File: src/rtl/mbce_pkg.sv
// ----------------------------------------------------------------------------
// mbce_pkg
// Types and constants for the monochrome bitmap color expander.
// ----------------------------------------------------------------------------
`default_nettype none

package mbce_pkg;

  localparam int BYTE_W     = 8;
  localparam int COLOR_W    = 16;
  localparam int ORIGIN_W   = 10;
  localparam int STRIDE_W   = 11;
  localparam int DIM_W      = 8;
  localparam int ROW_W      = 8;
  localparam int COL_W      = 6;
  localparam int BPR_W      = 6;
  localparam int SUM_W      = 11;
  localparam int FULL_W     = 22;
  localparam int PIX_ADDR_W = 20;
  localparam int BIT_IDX_W  = 3;
  localparam int CFG_IDX_W  = 8;
  localparam int CFG_DATA_W = 16;

  localparam logic [CFG_IDX_W-1:0] REG_FG_COLOR     = 8'd0;
  localparam logic [CFG_IDX_W-1:0] REG_BG_COLOR     = 8'd1;
  localparam logic [CFG_IDX_W-1:0] REG_TRANSPARENT  = 8'd2;
  localparam logic [CFG_IDX_W-1:0] REG_ORIGIN_X     = 8'd3;
  localparam logic [CFG_IDX_W-1:0] REG_ORIGIN_Y     = 8'd4;
  localparam logic [CFG_IDX_W-1:0] REG_FRAME_STRIDE = 8'd5;
  localparam logic [CFG_IDX_W-1:0] REG_ICON_WIDTH   = 8'd6;
  localparam logic [CFG_IDX_W-1:0] REG_ICON_HEIGHT  = 8'd7;

  localparam logic [COLOR_W-1:0]  FG_RESET     = 16'hF800;
  localparam logic [COLOR_W-1:0]  BG_RESET     = 16'h0000;
  localparam logic [STRIDE_W-1:0] STRIDE_RESET = 11'd800;
  localparam logic [DIM_W-1:0]    WIDTH_RESET  = 8'd8;
  localparam logic [DIM_W-1:0]    HEIGHT_RESET = 8'd1;

  localparam logic [BIT_IDX_W-1:0] LAST_BIT = 3'd7;

  typedef struct packed {
    logic [COLOR_W-1:0]  fg_color;
    logic [COLOR_W-1:0]  bg_color;
    logic                transparent;
    logic [ORIGIN_W-1:0] origin_x;
    logic [ORIGIN_W-1:0] origin_y;
    logic [STRIDE_W-1:0] frame_stride;
    logic [DIM_W-1:0]    icon_width;
    logic [DIM_W-1:0]    icon_height;
  } cfg_t;

  typedef struct packed {
    logic [BYTE_W-1:0] bits;
    logic [FULL_W-1:0] base;
    logic              last;
  } item_t;

endpackage

`default_nettype wire

File: src/rtl/mbce_cfg.sv
// ----------------------------------------------------------------------------
// mbce_cfg
// Configuration register file, written one register per request.
// ----------------------------------------------------------------------------
`default_nettype none

module mbce_cfg
  import mbce_pkg::*;
(
  input  wire logic                  clk,
  input  wire logic                  rst,
  input  wire logic                  cfg_valid,
  output logic                       cfg_ready,
  input  wire logic [CFG_IDX_W-1:0]  cfg_index,
  input  wire logic [CFG_DATA_W-1:0] cfg_data,
  output cfg_t                       cfg
);

  assign cfg_ready = 1'b1;

  always_ff @(posedge clk) begin
    if (rst) begin
      cfg.fg_color     <= FG_RESET;
      cfg.bg_color     <= BG_RESET;
      cfg.transparent  <= 1'b1;
      cfg.origin_x     <= '0;
      cfg.origin_y     <= '0;
      cfg.frame_stride <= STRIDE_RESET;
      cfg.icon_width   <= WIDTH_RESET;
      cfg.icon_height  <= HEIGHT_RESET;
    end else if (cfg_valid && cfg_ready) begin
      case (cfg_index)
        REG_FG_COLOR:     cfg.fg_color     <= cfg_data[COLOR_W-1:0];
        REG_BG_COLOR:     cfg.bg_color     <= cfg_data[COLOR_W-1:0];
        REG_TRANSPARENT:  cfg.transparent  <= cfg_data[0];
        REG_ORIGIN_X:     cfg.origin_x     <= cfg_data[ORIGIN_W-1:0];
        REG_ORIGIN_Y:     cfg.origin_y     <= cfg_data[ORIGIN_W-1:0];
        REG_FRAME_STRIDE: cfg.frame_stride <= cfg_data[STRIDE_W-1:0];
        REG_ICON_WIDTH:   cfg.icon_width   <= cfg_data[DIM_W-1:0];
        REG_ICON_HEIGHT:  cfg.icon_height  <= cfg_data[DIM_W-1:0];
        default: ;
      endcase
    end
  end

endmodule

`default_nettype wire

File: src/rtl/mbce_addr.sv
// ----------------------------------------------------------------------------
// mbce_addr
// Input register, row and byte counters, and base address multiply stage.
// ----------------------------------------------------------------------------
`default_nettype none

module mbce_addr
  import mbce_pkg::*;
(
  input  wire logic              clk,
  input  wire logic              rst,
  input  wire cfg_t              cfg,
  input  wire logic              in_valid,
  output logic                   in_stall,
  input  wire logic [BYTE_W-1:0] bitmap_byte,
  output logic                   item_valid,
  input  wire logic              item_take,
  output item_t                  item
);

  logic              s1_valid;
  logic [BYTE_W-1:0] s1_byte;
  logic [SUM_W-1:0]  s1_row_sum;
  logic [SUM_W-1:0]  s1_col_off;
  logic              s1_last;

  logic [ROW_W-1:0]  row_count;
  logic [ROW_W-1:0]  row_count_next;
  logic [COL_W-1:0]  byte_column;
  logic [COL_W-1:0]  byte_column_next;

  logic [BPR_W-1:0]  bytes_per_row;
  logic              row_end;
  logic              icon_end;
  logic              s1_adv;
  logic              s2_adv;
  logic              in_acc;

  assign s2_adv   = !item_valid || item_take;
  assign s1_adv   = !s1_valid || s2_adv;
  assign in_stall = !s1_adv;
  assign in_acc   = in_valid && s1_adv;

  always_comb begin
    bytes_per_row = BPR_W'(({1'b0, cfg.icon_width} + 9'd7) >> 3);
    row_end  = ({1'b0, byte_column} + 7'd1) >= {1'b0, bytes_per_row};
    icon_end = row_end && (({1'b0, row_count} + 9'd1) >= {1'b0, cfg.icon_height});
    if (icon_end) begin
      row_count_next   = '0;
      byte_column_next = '0;
    end else if (row_end) begin
      row_count_next   = row_count + ROW_W'(1);
      byte_column_next = '0;
    end else begin
      row_count_next   = row_count;
      byte_column_next = byte_column + COL_W'(1);
    end
  end

  always_ff @(posedge clk) begin
    if (rst) begin
      row_count   <= '0;
      byte_column <= '0;
      s1_valid    <= 1'b0;
      item_valid  <= 1'b0;
    end else begin
      if (in_acc) begin
        row_count   <= row_count_next;
        byte_column <= byte_column_next;
      end
      if (s1_adv) begin
        s1_valid <= in_valid;
      end
      if (s2_adv) begin
        item_valid <= s1_valid;
      end
    end
  end

  always_ff @(posedge clk) begin
    if (in_acc) begin
      s1_byte    <= bitmap_byte;
      s1_row_sum <= SUM_W'(cfg.origin_y) + SUM_W'(row_count);
      s1_col_off <= SUM_W'(cfg.origin_x) + SUM_W'({byte_column, 3'b000});
      s1_last    <= icon_end;
    end
    if (s2_adv && s1_valid) begin
      item.bits <= s1_byte;
      item.base <= FULL_W'(cfg.frame_stride) * FULL_W'(s1_row_sum) + FULL_W'(s1_col_off);
      item.last <= s1_last;
    end
  end

endmodule

`default_nettype wire

File: src/rtl/mbce_serial.sv
// ----------------------------------------------------------------------------
// mbce_serial
// Walks the eight bits of one byte and registers one pixel write per cycle while out_stall does not hold the output.
// ----------------------------------------------------------------------------
`default_nettype none

module mbce_serial
  import mbce_pkg::*;
#(
  parameter int ADDR_WIDTH = 20
) (
  input  wire logic                  clk,
  input  wire logic                  rst,
  input  wire cfg_t                  cfg,
  input  wire logic                  item_valid,
  output logic                       item_take,
  input  wire item_t                 item,
  output logic                       out_valid,
  input  wire logic                  out_stall,
  output logic [PIX_ADDR_W-1:0]      pixel_address,
  output logic [COLOR_W-1:0]         pixel_color,
  output logic                       write_pixel,
  output logic                       out_of_frame,
  output logic                       last_of_byte,
  output logic                       last_of_icon
);

  localparam int CMP_W = (ADDR_WIDTH >= FULL_W) ? ADDR_WIDTH + 1 : FULL_W + 1;
  localparam logic [CMP_W-1:0] LIMIT = CMP_W'(1) << ADDR_WIDTH;

  logic                 ser_valid;
  item_t                ser;
  logic [BIT_IDX_W-1:0] ser_k;
  logic                 ser_fire;
  logic                 ser_done;

  logic [FULL_W-1:0]    addr;
  logic                 bit_set;
  logic                 oof;
  logic                 wr;

  assign ser_fire  = ser_valid && (!out_valid || !out_stall);
  assign ser_done  = ser_fire && (ser_k == LAST_BIT);
  assign item_take = !ser_valid || ser_done;

  always_comb begin
    addr    = ser.base + FULL_W'(ser_k);
    bit_set = ser.bits[LAST_BIT - ser_k];
    oof     = CMP_W'(addr) >= LIMIT;
    wr      = (bit_set || !cfg.transparent) && !oof;
  end

  always_ff @(posedge clk) begin
    if (rst) begin
      ser_valid <= 1'b0;
      ser_k     <= '0;
      out_valid <= 1'b0;
    end else begin
      if (item_take) begin
        ser_valid <= item_valid;
        ser_k     <= '0;
      end else if (ser_fire) begin
        ser_k <= ser_k + BIT_IDX_W'(1);
      end
      if (ser_fire) begin
        out_valid <= 1'b1;
      end else if (!out_stall) begin
        out_valid <= 1'b0;
      end
    end
  end

  always_ff @(posedge clk) begin
    if (item_take && item_valid) begin
      ser <= item;
    end
    if (ser_fire) begin
      pixel_address <= addr[PIX_ADDR_W-1:0];
      pixel_color   <= wr ? (bit_set ? cfg.fg_color : cfg.bg_color) : '0;
      write_pixel   <= wr;
      out_of_frame  <= oof;
      last_of_byte  <= ser_k == LAST_BIT;
      last_of_icon  <= (ser_k == LAST_BIT) && ser.last;
    end
  end

  a_icon_ends_byte: assert property (@(posedge clk) disable iff (rst)
    out_valid && last_of_icon |-> last_of_byte)
    else $error("icon end flagged away from a byte end");

  a_no_write_oof: assert property (@(posedge clk) disable iff (rst)
    out_valid |-> !(write_pixel && out_of_frame))
    else $error("write issued outside the frame");

  a_skip_zero_color: assert property (@(posedge clk) disable iff (rst)
    out_valid && !write_pixel |-> pixel_color == '0)
    else $error("skipped pixel carries a color");

  a_byte_restart: assert property (@(posedge clk) disable iff (rst)
    ser_done |=> ser_k == '0)
    else $error("bit index did not restart after a byte");

endmodule

`default_nettype wire

File: src/rtl/mono_bitmap_color_expander_top.sv
// A byte's first pixel goes through the input, address, bit-walk and output registers.
// One pixel write per cycle leaves the single output register while out_stall is low;
// the next byte is accepted while the current one drains.
// Reset: rst is synchronous, active high; clears counters and pipeline valids
// and loads the register defaults. No clearing pass.
// ----------------------------------------------------------------------------
// mono_bitmap_color_expander_top
// Expands 1-bit-per-pixel icon bytes into RGB565 frame buffer pixel writes.
// ----------------------------------------------------------------------------
`default_nettype none

module mono_bitmap_color_expander_top
  import mbce_pkg::*;
#(
  parameter int ADDR_WIDTH = 20
) (
  input  wire logic                  clk,
  input  wire logic                  rst,
  input  wire logic                  cfg_valid,
  output logic                       cfg_ready,
  input  wire logic [CFG_IDX_W-1:0]  cfg_index,
  input  wire logic [CFG_DATA_W-1:0] cfg_data,
  input  wire logic                  in_valid,
  output logic                       in_stall,
  input  wire logic [BYTE_W-1:0]     bitmap_byte,
  output logic                       out_valid,
  input  wire logic                  out_stall,
  output logic [PIX_ADDR_W-1:0]      pixel_address,
  output logic [COLOR_W-1:0]         pixel_color,
  output logic                       write_pixel,
  output logic                       out_of_frame,
  output logic                       last_of_byte,
  output logic                       last_of_icon
);

  cfg_t  cfg;
  item_t item;
  logic  item_valid;
  logic  item_take;

  mbce_cfg u_cfg (
    .clk       (clk),
    .rst       (rst),
    .cfg_valid (cfg_valid),
    .cfg_ready (cfg_ready),
    .cfg_index (cfg_index),
    .cfg_data  (cfg_data),
    .cfg       (cfg)
  );

  mbce_addr u_addr (
    .clk         (clk),
    .rst         (rst),
    .cfg         (cfg),
    .in_valid    (in_valid),
    .in_stall    (in_stall),
    .bitmap_byte (bitmap_byte),
    .item_valid  (item_valid),
    .item_take   (item_take),
    .item        (item)
  );

  mbce_serial #(
    .ADDR_WIDTH (ADDR_WIDTH)
  ) u_serial (
    .clk           (clk),
    .rst           (rst),
    .cfg           (cfg),
    .item_valid    (item_valid),
    .item_take     (item_take),
    .item          (item),
    .out_valid     (out_valid),
    .out_stall     (out_stall),
    .pixel_address (pixel_address),
    .pixel_color   (pixel_color),
    .write_pixel   (write_pixel),
    .out_of_frame  (out_of_frame),
    .last_of_byte  (last_of_byte),
    .last_of_icon  (last_of_icon)
  );

endmodule

`default_nettype wire

File: config.mk
export PLATFORM = sky130hd
export DESIGN_NAME = mono_bitmap_color_expander_top
export DESIGN_NICKNAME = d
export VERILOG_FILES = /design/src/rtl/mbce_pkg.sv /design/src/rtl/mbce_cfg.sv /design/src/rtl/mbce_addr.sv /design/src/rtl/mbce_serial.sv /design/src/rtl/mono_bitmap_color_expander_top.sv
export SDC_FILE = /design/constraint.sdc
export NUM_CORES = 1
export LEC_CHECK = 0
export BUFFER_PORTS_ARGS = -buffer_cell sky130_fd_sc_hd__buf_2
export CAP_MARGIN = 25
export CELL_PAD_IN_SITES_DETAIL_PLACEMENT = 0
export CELL_PAD_IN_SITES_GLOBAL_PLACEMENT = 1
export CORE_MARGIN = 5
export CORE_UTILIZATION = 25
export CTS_BUF_LIST = sky130_fd_sc_hd__clkbuf_8
export DETAILED_ROUTE_END_ITERATION = 6
export GPL_ROUTABILITY_DRIVEN = 0
export PLACE_DENSITY_LB_ADDON = 0.25
export SYNTH_ARGS = -nofsm -noshare
export SYNTH_HDL_FRONTEND = slang
export SYNTH_SLANG_ARGS = --single-unit
export TNS_END_PERCENT = 100
File: constraint.sdc
create_clock -name clk -period 6.9 [get_ports clk]
set_input_delay 0.69 -clock clk [delete_from_list [all_inputs] [get_ports clk]]
set_output_delay 0.69 -clock clk [all_outputs]
set_load 0.05 [all_outputs]
Yosys cells after proc, flatten, opt, wreduce, memory -nomap -nowiden:

Cells that the tools add are included.

* flip-flop bits (word level): 234
* input bits: 37
* output and inout bits: 43
* word-level logic and storage cells: 98

* add/subtract/negate cells: 11
* multipliers: 1
* $lt $le $gt $ge: 4
* equal/unequal tests: 9
* mux-type cells: 9
* reduce and logical (&&, ||, !) cells: 33

Operators with widths (number)
* $eq 8x3->1 const B: 4
* $add 22x11->22: 1
* $add 22x3->22: 1
* $ge 22x21->1 const B: 1
* $mul 11x11->22: 1
* $reduce_and 2->1: 9
* $eq 8x2->1 const B: 2
* $mux 16: 1
* $mux 8: 2
* $mux 6: 2
* $add 10x8->11: 1
* $add 10x9->11: 1
* $add 8x1->9 const B: 1
* $add 8x3->9 const B: 1
* $ge 9x8->1: 1
* $add 8x1->8 const B: 1
* $eq 8x1->1 const B: 1
* $logic_and 1x1->1: 8
* $logic_not 1->1: 8
* $logic_not 8->1: 1
* $add 6x1->7 const B: 1
* $ge 7x6->1: 1
* $add 6x1->6 const B: 1
* $logic_or 1x1->1: 5
* other kinds (9): 11

Depth between registers and ports, before layout:

Gate-level depths: netlist (run 1).

* depth after elaboration: 9
* mapped depth: 19
* gate-level depth less buffers: 18

Cells and area by module:

From an unflattened synthesis (run 1), not the netlist that was laid out.

* cell total of the unflattened synthesis: 1331
* area total of the unflattened synthesis: 14591.5 µm²

By module, submodules not included
* mbce_addr: times used 1, cells each 811, area each 8021.4 µm²
* mbce_serial: times used 1, cells each 217, area each 3311.9 µm²
* mbce_cfg: times used 1, cells each 303, area each 3258.1 µm²

Worst setup path after synthesis (run 1):

OpenSTA, ideal clock, no wires.

* kind: register to register
* start point: register u_addr.s1_row_sum[4]
* end point: register u_addr.item[21] (netlist name)
* data arrival time: 4.830 ns
* slack: 1.810 ns
* cell stages (with the launch flop): 18
* cell sequence: edfxtp_1 clkbuf_1 nand2_1 fa_1 fa_1 fa_1 inv_1 fa_1 inv_1 fa_1 inv_1 ha_1 a2111oi_2 o21ai_1 a31oi_1 o21ai_1 a41oi_1 xnor2_1

* word-level cells in the longest chain between the ends: 2

RTL lines
* start, declared: RTL line mbce_addr.sv:23 `logic [SUM_W-1:0] s1_row_sum;`
* start signal, assigned: RTL line mbce_addr.sv:83 `s1_row_sum <= SUM_W'(cfg.origin_y) + SUM_W'(row_count);`
* $mul 11x11->22: RTL line mbce_addr.sv:89 `item.base <= FULL_W'(cfg.frame_stride) * FULL_W'(s1_row_sum) + FULL_W'(s1_col_off);`
* $add 22x11->22: RTL line mbce_addr.sv:89

Every way passes these cells.
A chain may end at the register's enable or synchronous reset.

Worst setup path after layout (run 1):

* start point: register u_cfg.cfg[21] (netlist name)
* end point: register u_addr.item[21] (netlist name)

* word-level cells in the longest chain between the ends: 2

RTL lines (RTL line)
* $mul 11x11->22: mbce_addr.sv:89
* $add 22x11->22: mbce_addr.sv:89

Every way passes these cells.

==> flow_summary.yaml, run 1 <==
status:
  outcome: "finished, final reports clean"
yosys:
  number_of_synthesized_register_bits: 234
  synth_nets: 1558
  netlist_area_sq_mm: 0.01406
  synth_cells: 1332
  share_of_the_yosys_chip_area_belonging_to_registers: 0.4278
  ys_warn_count: 0
  synth-edff-count: 133
  yosys_most_used_dff: "sky130_fd_sc_hd__edfxtp_1"
  synthesis.area_per_instance_sq_um: 10.56
  ys_async_sr_fraction: 0
  number_of_distinct_library_cells_after_synthesis: 64
route:
  final_antenna_net_count: 0
  finalWirelength_microns: 32850
  detail_route.drc_violations: 0
  firstDrtPassIters: 4
  number_of_vias_per_cell: 4.201
  drtIter0Drc: 454
  post_drt_wl_per_cell_microns: 14.87
  dr_total_vias: 9279
power_and_ir_drop:
  power.ir.vdd_worst_mv: 0.1146
  power_leakage_nw: 6.931
  power.density_cell_area_mw_per_mm2: 191.0
clock_tree:
  cts_hold_repair.buffers: 0
  clkSinkCount: 234
  cts-buffers-inserted: 44
  cts_max_level: 2
  clock-root-buffer: "sky130_fd_sc_hd__clkbuf_8"
  clockBufferDepth: 3
  cts_resized: 0
  clock_latency_ps: 600
  cts_tree: "yes"
  clkTransAtPathRegs_ps: 60
  cts_post_setup_buffers_inserted: 0
die:
  die_h_microns: 247.2
  die_w_microns: 247.2
  start_util: 0.2508
  rows: 87
  ioPinCount: 80
  die_footprint_sq_mm: 0.06109
  coreArea_sq_mm: 0.05606
grt:
  global_route.peak_usage_layer: "met2"
  gr-usage-met2: 0.1837
  grt_first_pass_wirelength_microns: 53830
  antenna_found_initial: 2
  grtUsageMet3: 0.02173
  grtUsageMet1: 0.1490
  vias_in_the_first_global_route: 9798
  grt-ovfl-total: 0
  maximum_number_of_pins_on_one_net_before_global_route_repair: 48
  grt_util_all_layers: 0.1107
timing:
  skew_ps: 38.62
  setup-tns-final_ps: 0
  max_freq_mhz: 182.8
  max_slew_margin: 0.3443
  rsz0062_at_grt: "false"
  worst_slew_pin_slew_ps: 963.0
  timing.final.hold_violations: 0
  timing.final.setup_violations: 0
  layout_min_cycle_time_ps: 5470
  min_period_over_period: 0.7927
  final-max-slew-violation-count: 0
  fin_hold_ws_ps: 279.6
hold_path:
  hold_path_depth: 1
  holdCritPathClass: "input port to flop"
critical_path:
  critical_path.max_fanout: 12
  timing_worst_setup_path_type: "flop to flop"
  end_kind: "flop"
  worstRegToRegCells: 16
  critPathArrivalTime_ps: 5780
  worst_setup_path_start_kind: "flop"
  data_required_critical_path_ps: 7210
cells_and_area:
  synthToLayoutAreaGrowth_pct: 14.58
  final.fill_count: 5887
  layout.cell_area.non_filler_sq_mm: 0.01611
  final_nets: 1644
  layout.cells.most_common: "sky130_fd_sc_hd__inv_1"
  finalCoreUtilization: 0.2874
  fin_cells: 2209
  drive_gt1_frac: 0.1144
  layout.cells.most_common_list: "sky130_fd_sc_hd__inv_1 (189), sky130_fd_sc_hd__nand2_1 (174), sky130_fd_sc_hd__edfxtp_1 (133)"
place:
  post-place-cells: 2128
  dpl_cell_area_sq_mm: 0.01531
  hpwl_microns: 24380
  placement.io_buffers: 78
run:
  max-cap-violations: 0
[worst max-delay path: stages (launching register included)]
cell and delay [ps]:
sky130_fd_sc_hd__dfxtp_1 580, sky130_fd_sc_hd__nand2_1 150, sky130_fd_sc_hd__fa_1 590, sky130_fd_sc_hd__fa_1 450, sky130_fd_sc_hd__fa_1 490, sky130_fd_sc_hd__inv_1 50
sky130_fd_sc_hd__fa_1 520, sky130_fd_sc_hd__inv_1 50, sky130_fd_sc_hd__fa_1 540, sky130_fd_sc_hd__inv_1 40, sky130_fd_sc_hd__ha_1 360, sky130_fd_sc_hd__a2111oi_2 300
sky130_fd_sc_hd__o21ai_1 170, sky130_fd_sc_hd__a31oi_1 410, sky130_fd_sc_hd__o21ai_1 140, sky130_fd_sc_hd__a41oi_1 270, sky130_fd_sc_hd__xnor2_1 100
[cells by family (layout without fill, tap and decap cells)]
| logic type | after synthesis | count (layout) | synth area share |
|---|---|---|---|
| adders and majority gates | 189 | 189 | 0.2184 |
| buffers and inverters | 222 | 341 | 0.06158 |
| and+or+nand+nor | 410 | 410 | 0.1365 |
| xor gates and xnor gates | 62 | 62 | 0.03862 |
| DFF | 234 | 234 | 0.4278 |
| other | 1 | 3 | 0.0002667 |
| AOI/OAI and AO/OA | 146 | 146 | 0.06523 |
| muxes | 68 | 68 | 0.05161 |
[synthesized netlist by cell type, drive strengths merged, types with 5 or more instances]
master	number	area, sq um
a21oi	66	330.3
inv	171	641.9
nor4	8	62.56
nand3b	5	37.54
nor2b	6	37.54
and3	16	100.1
xor2	19	166.4
and2	46	287.8
nor2	88	332.8
nor3	12	65.06
xnor2	43	376.6
nand3	26	142.6
buf	10	70.05
a21o	14	105.1
dfxtp	101	2022
edfxtp	133	3994
a31oi	5	31.28
mux2i	66	673.1
o21ai	29	171.4
nand2	175	659.4
fa	94	1882
clkbuf	39	146.4
ha	95	1189
nand2b	9	56.30
[flip-flops by register name, indices dropped and copies added (netlist names), 3 cells and up]
register	flops
u_addr.row_count	8
u_serial.ser	31
u_cfg.cfg	80
u_addr.s1_col_off	11
u_serial.pixel_address	20
u_addr.s1_byte	8
u_addr.s1_row_sum	11
u_serial.ser_k	3
u_serial.pixel_color	16
u_addr.byte_column	6
u_addr.item	31
[per-stage QoR]
| step | power, W | setup slack (ps) |
|---|---|---|
| after floorplan | 0.001784 | 1810 |
| after global placement | 0.001881 | 1508 |
| after detailed placement | 0.001884 | 1427 |
| after CTS | 0.003157 | 1372 |
| after global routing | 0.003258 | 1054 |
| final | 0.003078 | 1430 |
[final timing paths]
kind | startpoint | endpoint | slack (ps)
setup / recovery | u_cfg.cfg[21] | u_addr.item[21] | 1430
hold / removal | bitmap_byte[2] | u_addr.s1_byte[2] | 280
setup reg to reg | u_cfg.cfg[21] | u_addr.item[21] | 1430
hold reg to reg | u_addr.item[12] | u_serial.ser[12] | 410
[where the power goes]
group / leakage (nW) / total [W] / internal (W) / switching (W)
clock: 0.472 / 0.00123 / 0.000632 / 0.000596
sequential: 2.06 / 0.00154 / 0.00152 / 0.0000205
combinational: 4.40 / 0.000308 / 0.000108 / 0.000200
total: 6.93 / 0.00308 / 0.00226 / 0.000816
[final cells by class]
class                   instances  area [sq um]  share of cell area
multi-input cells             876          7197              0.4467
flip-flops and latches        234          6016              0.3734
well taps                     756         945.9             0.05871
inverters                     173         649.4             0.04030
clock buffers                  47         646.9             0.04015
repair buffers                 89         505.5             0.03137
clock inverters                32         146.4            0.009086
diodes                          2         5.005           0.0003106
[layer usage]
layer  up-vias  wire (microns)
li1       4592               -
met3        43            1180
met5         -               0
met1      4516           15690
met4         0             559
met2       128           15420
Note: power is estimated with default switching activity, not from simulation.
==> inputs of run 2 (changes only) <==
==> constraint.sdc (replaced) <==
create_clock -name clk -period 4.4 [get_ports clk]
set_input_delay 0.44 -clock clk [delete_from_list [all_inputs] [get_ports clk]]
set_output_delay 0.44 -clock clk [all_outputs]
set_load 0.05 [all_outputs]
==> run 2 against run 1 <==
The run now ends with negative setup slack left. Setup slack got worse by 1800 ps. Maximum frequency rose by 15%. Count of clock-buffer cells in the layout increased by 3. Global-route usage up 0.085 points. First-iteration DRC count decreased by 31%. Sequential power is 56% higher. Cell area rose by 6.8%. Flip-flop and latch count unchanged. Highest routed layer unchanged. Via count up 2.8%.
==> flow_summary.yaml, run 2 (synthesis results as in run 1) <==
grt:
  vias_in_the_first_global_route: 10180
  maximum_number_of_pins_on_one_net_before_global_route_repair: 69
  antenna_found_initial: 1
  grt_util_all_layers: 0.1116
  grt-ovfl-total: 0
  grt_first_pass_wirelength_microns: 54350
timing:
  min_period_over_period: 1.077
  timing.final.setup_violations: 11
  timing.final.hold_violations: 0
  worst_slew_pin_slew_ps: 988.1
  final_critical_path_setup_slack_ps: -338.0
  layout_min_cycle_time_ps: 4738
  skew_ps: 28.76
  max_freq_mhz: 211.1
  final-max-slew-violation-count: 0
  max_slew_margin: 0.3272
  rsz0062_at_grt: "true"
  setup-tns-final_ps: -3007
cells_and_area:
  largest_register_ffs: 80
  top_regs: "u_cfg.cfg: 80 flops, u_addr.item: 31 flops, u_serial.ser: 31 flops"
  layout.cells.most_common: "sky130_fd_sc_hd__inv_1"
  synthToLayoutAreaGrowth_pct: 22.41
  drive_gt1_frac: 0.1978
  largest-register: "u_cfg.cfg"
  finalCoreUtilization: 0.3070
  final.fill_count: 5795
  layout.cells.most_common_list: "sky130_fd_sc_hd__inv_1 (185), sky130_fd_sc_hd__nand2_1 (162), sky130_fd_sc_hd__edfxtp_1 (133)"
  final_nets: 1739
route:
  drtIter0Drc: 313
  firstDrtPassIters: 5
  post_drt_wl_per_cell_microns: 14.28
  finalWirelength_microns: 32890
  number_of_vias_per_cell: 4.140
  detail_route.drc_violations: 0
  final_antenna_net_count: 0
  dr_total_vias: 9538
power_and_ir_drop:
  p_seq_frac: 0.479
  power_leakage_nw: 7.456
  power_report.internal_total_w: 0.003740
  power.density_cell_area_mw_per_mm2: 292.3
  power.ir.vdd_worst_mv: 0.1492
  switching_share: 0.2566
  net_switching_w: 0.001291
  p_clk_frac: 0.398
  pwr-share-comb: 0.123
  total_power_w: 0.005031
critical_path:
  critical-path-max-stage-delay_ps: 530
  critical_path.slowest_cell: "sky130_fd_sc_hd__fa_1"
  critPathTopFamily: "adder cells"
  worst_path_most_repeated_cell: "sky130_fd_sc_hd__fa_1"
  critical_path.max_fanout: 5
  critPathArrivalTime_ps: 5060
  worst_setup_path_start_kind: "flop"
  crit_chain: "buf_4, nand2_1, fa_1, fa_1, inv_1, ha_1, fa_1, inv_1, fa_1, inv_1, ha_4, a2111oi_4, o21ai_2, a31oi_4, o21ai_0, a21oi_1, xnor2_1"
  data_required_critical_path_ps: 4730
  critical_path.n_buffers_inverters: 4
  end_kind: "flop"
  timing_worst_setup_path_type: "flop to flop"
clock_tree:
  clkSinkCount: 234
  cts-buffers-inserted: 45
  clock_latency_ps: 600
  clock-root-buffer: "sky130_fd_sc_hd__clkbuf_8"
  clockBufferDepth: 3
  clkTransAtPathRegs_ps: 60
  cts_max_level: 2
  cts_tree: "yes"
die:
  coreArea_sq_mm: 0.05606
  die_footprint_sq_mm: 0.06109
  die_h_microns: 247.2
  ioPinCount: 80
  start_util: 0.2508
  rows: 87
  die_w_microns: 247.2
place:
  placement.io_buffers: 78
  pre_cts_ws_ps: -405.9
  hpwl_microns: 24870
status:
  failed_checks: "negative setup slack"
  outcome: "finished, violations left"
hold_path:
  holdCritPathClass: "input port to flop"
run:
  max-cap-violations: 0
==> run 2: layer usage <==
metal  vias up  wire length, microns  track usage
met5         -                     0            0
met2       123                 16250       0.1955
met4         0                   545      0.02921
li1       4784                     -            -
met1      4589                 14970       0.1398
met3        42                  1119      0.02335
==> run 2: repair_timing <==
| item | in CTS | in global routing |
|---|---|---|
| setup endpoints to repair | 11 | 13 |
| hold buffers | 8 | 0 |
| gates cloned | 0 | 0 |
| resized for setup | 22 | 9 |
| setup buffers | 8 | 2 |
| hold endpoints to repair | 8 | 0 |
| pin swaps | 11 | 2 |
==> run 2: layout make-up <==
class / instances / area, sq um / share of cell area
Tap cell: 756 / 945.9 / 0.05496
Sequential cell: 234 / 6027 / 0.3502
Timing Repair Buffer: 183 / 1265 / 0.07350
Clock inverter: 31 / 148.9 / 0.008651
Clock buffer: 50 / 688.2 / 0.03998
Inverter: 173 / 649.4 / 0.03773
Multi-Input combinational cell: 876 / 7485 / 0.4349
Antenna cell: 1 / 2.502 / 0.0001454
==> run 2: tightest hold or removal path, stage by stage <==
cell and delay, ps:
sky130_fd_sc_hd__buf_2 90, sky130_fd_sc_hd__nand2_1 40, sky130_fd_sc_hd__nand3_1 70
==> run 2: path summary, 6_finish.rpt <==
path | startpoint | end | slack (ps) | cells after the start
max | u_addr.s1_row_sum[3] | u_addr.item[19] | -340 | 17
min | cfg_data[13] | u_cfg.cfg[77] | 80 | 3
max reg2reg | u_addr.s1_row_sum[3] | u_addr.item[19] | -340 | 17
min reg2reg | u_addr.s1_byte[6] | u_addr.item[29] | 410 | 0
==> run 2: per-stage QoR <==
stage                     hold WS [ps]  cells  instance area (sq um)
after floorplan                  400.3   1332                  14450
after global placement           402.7   2201                  16050
after detailed placement         404.5   2203                  16080
after CTS                        15.93   2300                  17140
after global routing             30.25   2304                  17210
final                            77.77   2304                  17210
==> run 2: power groups by stage <==
stage	logic (W)	clock network [W]	registers, W
floorplan	0.000355	0	0.00250
global placement	0.000595	0	0.00246
detailed placement	0.000596	0	0.00246
CTS	0.000623	0.00211	0.00241
global route	0.000699	0.00220	0.00241
finish	0.000619	0.00200	0.00241
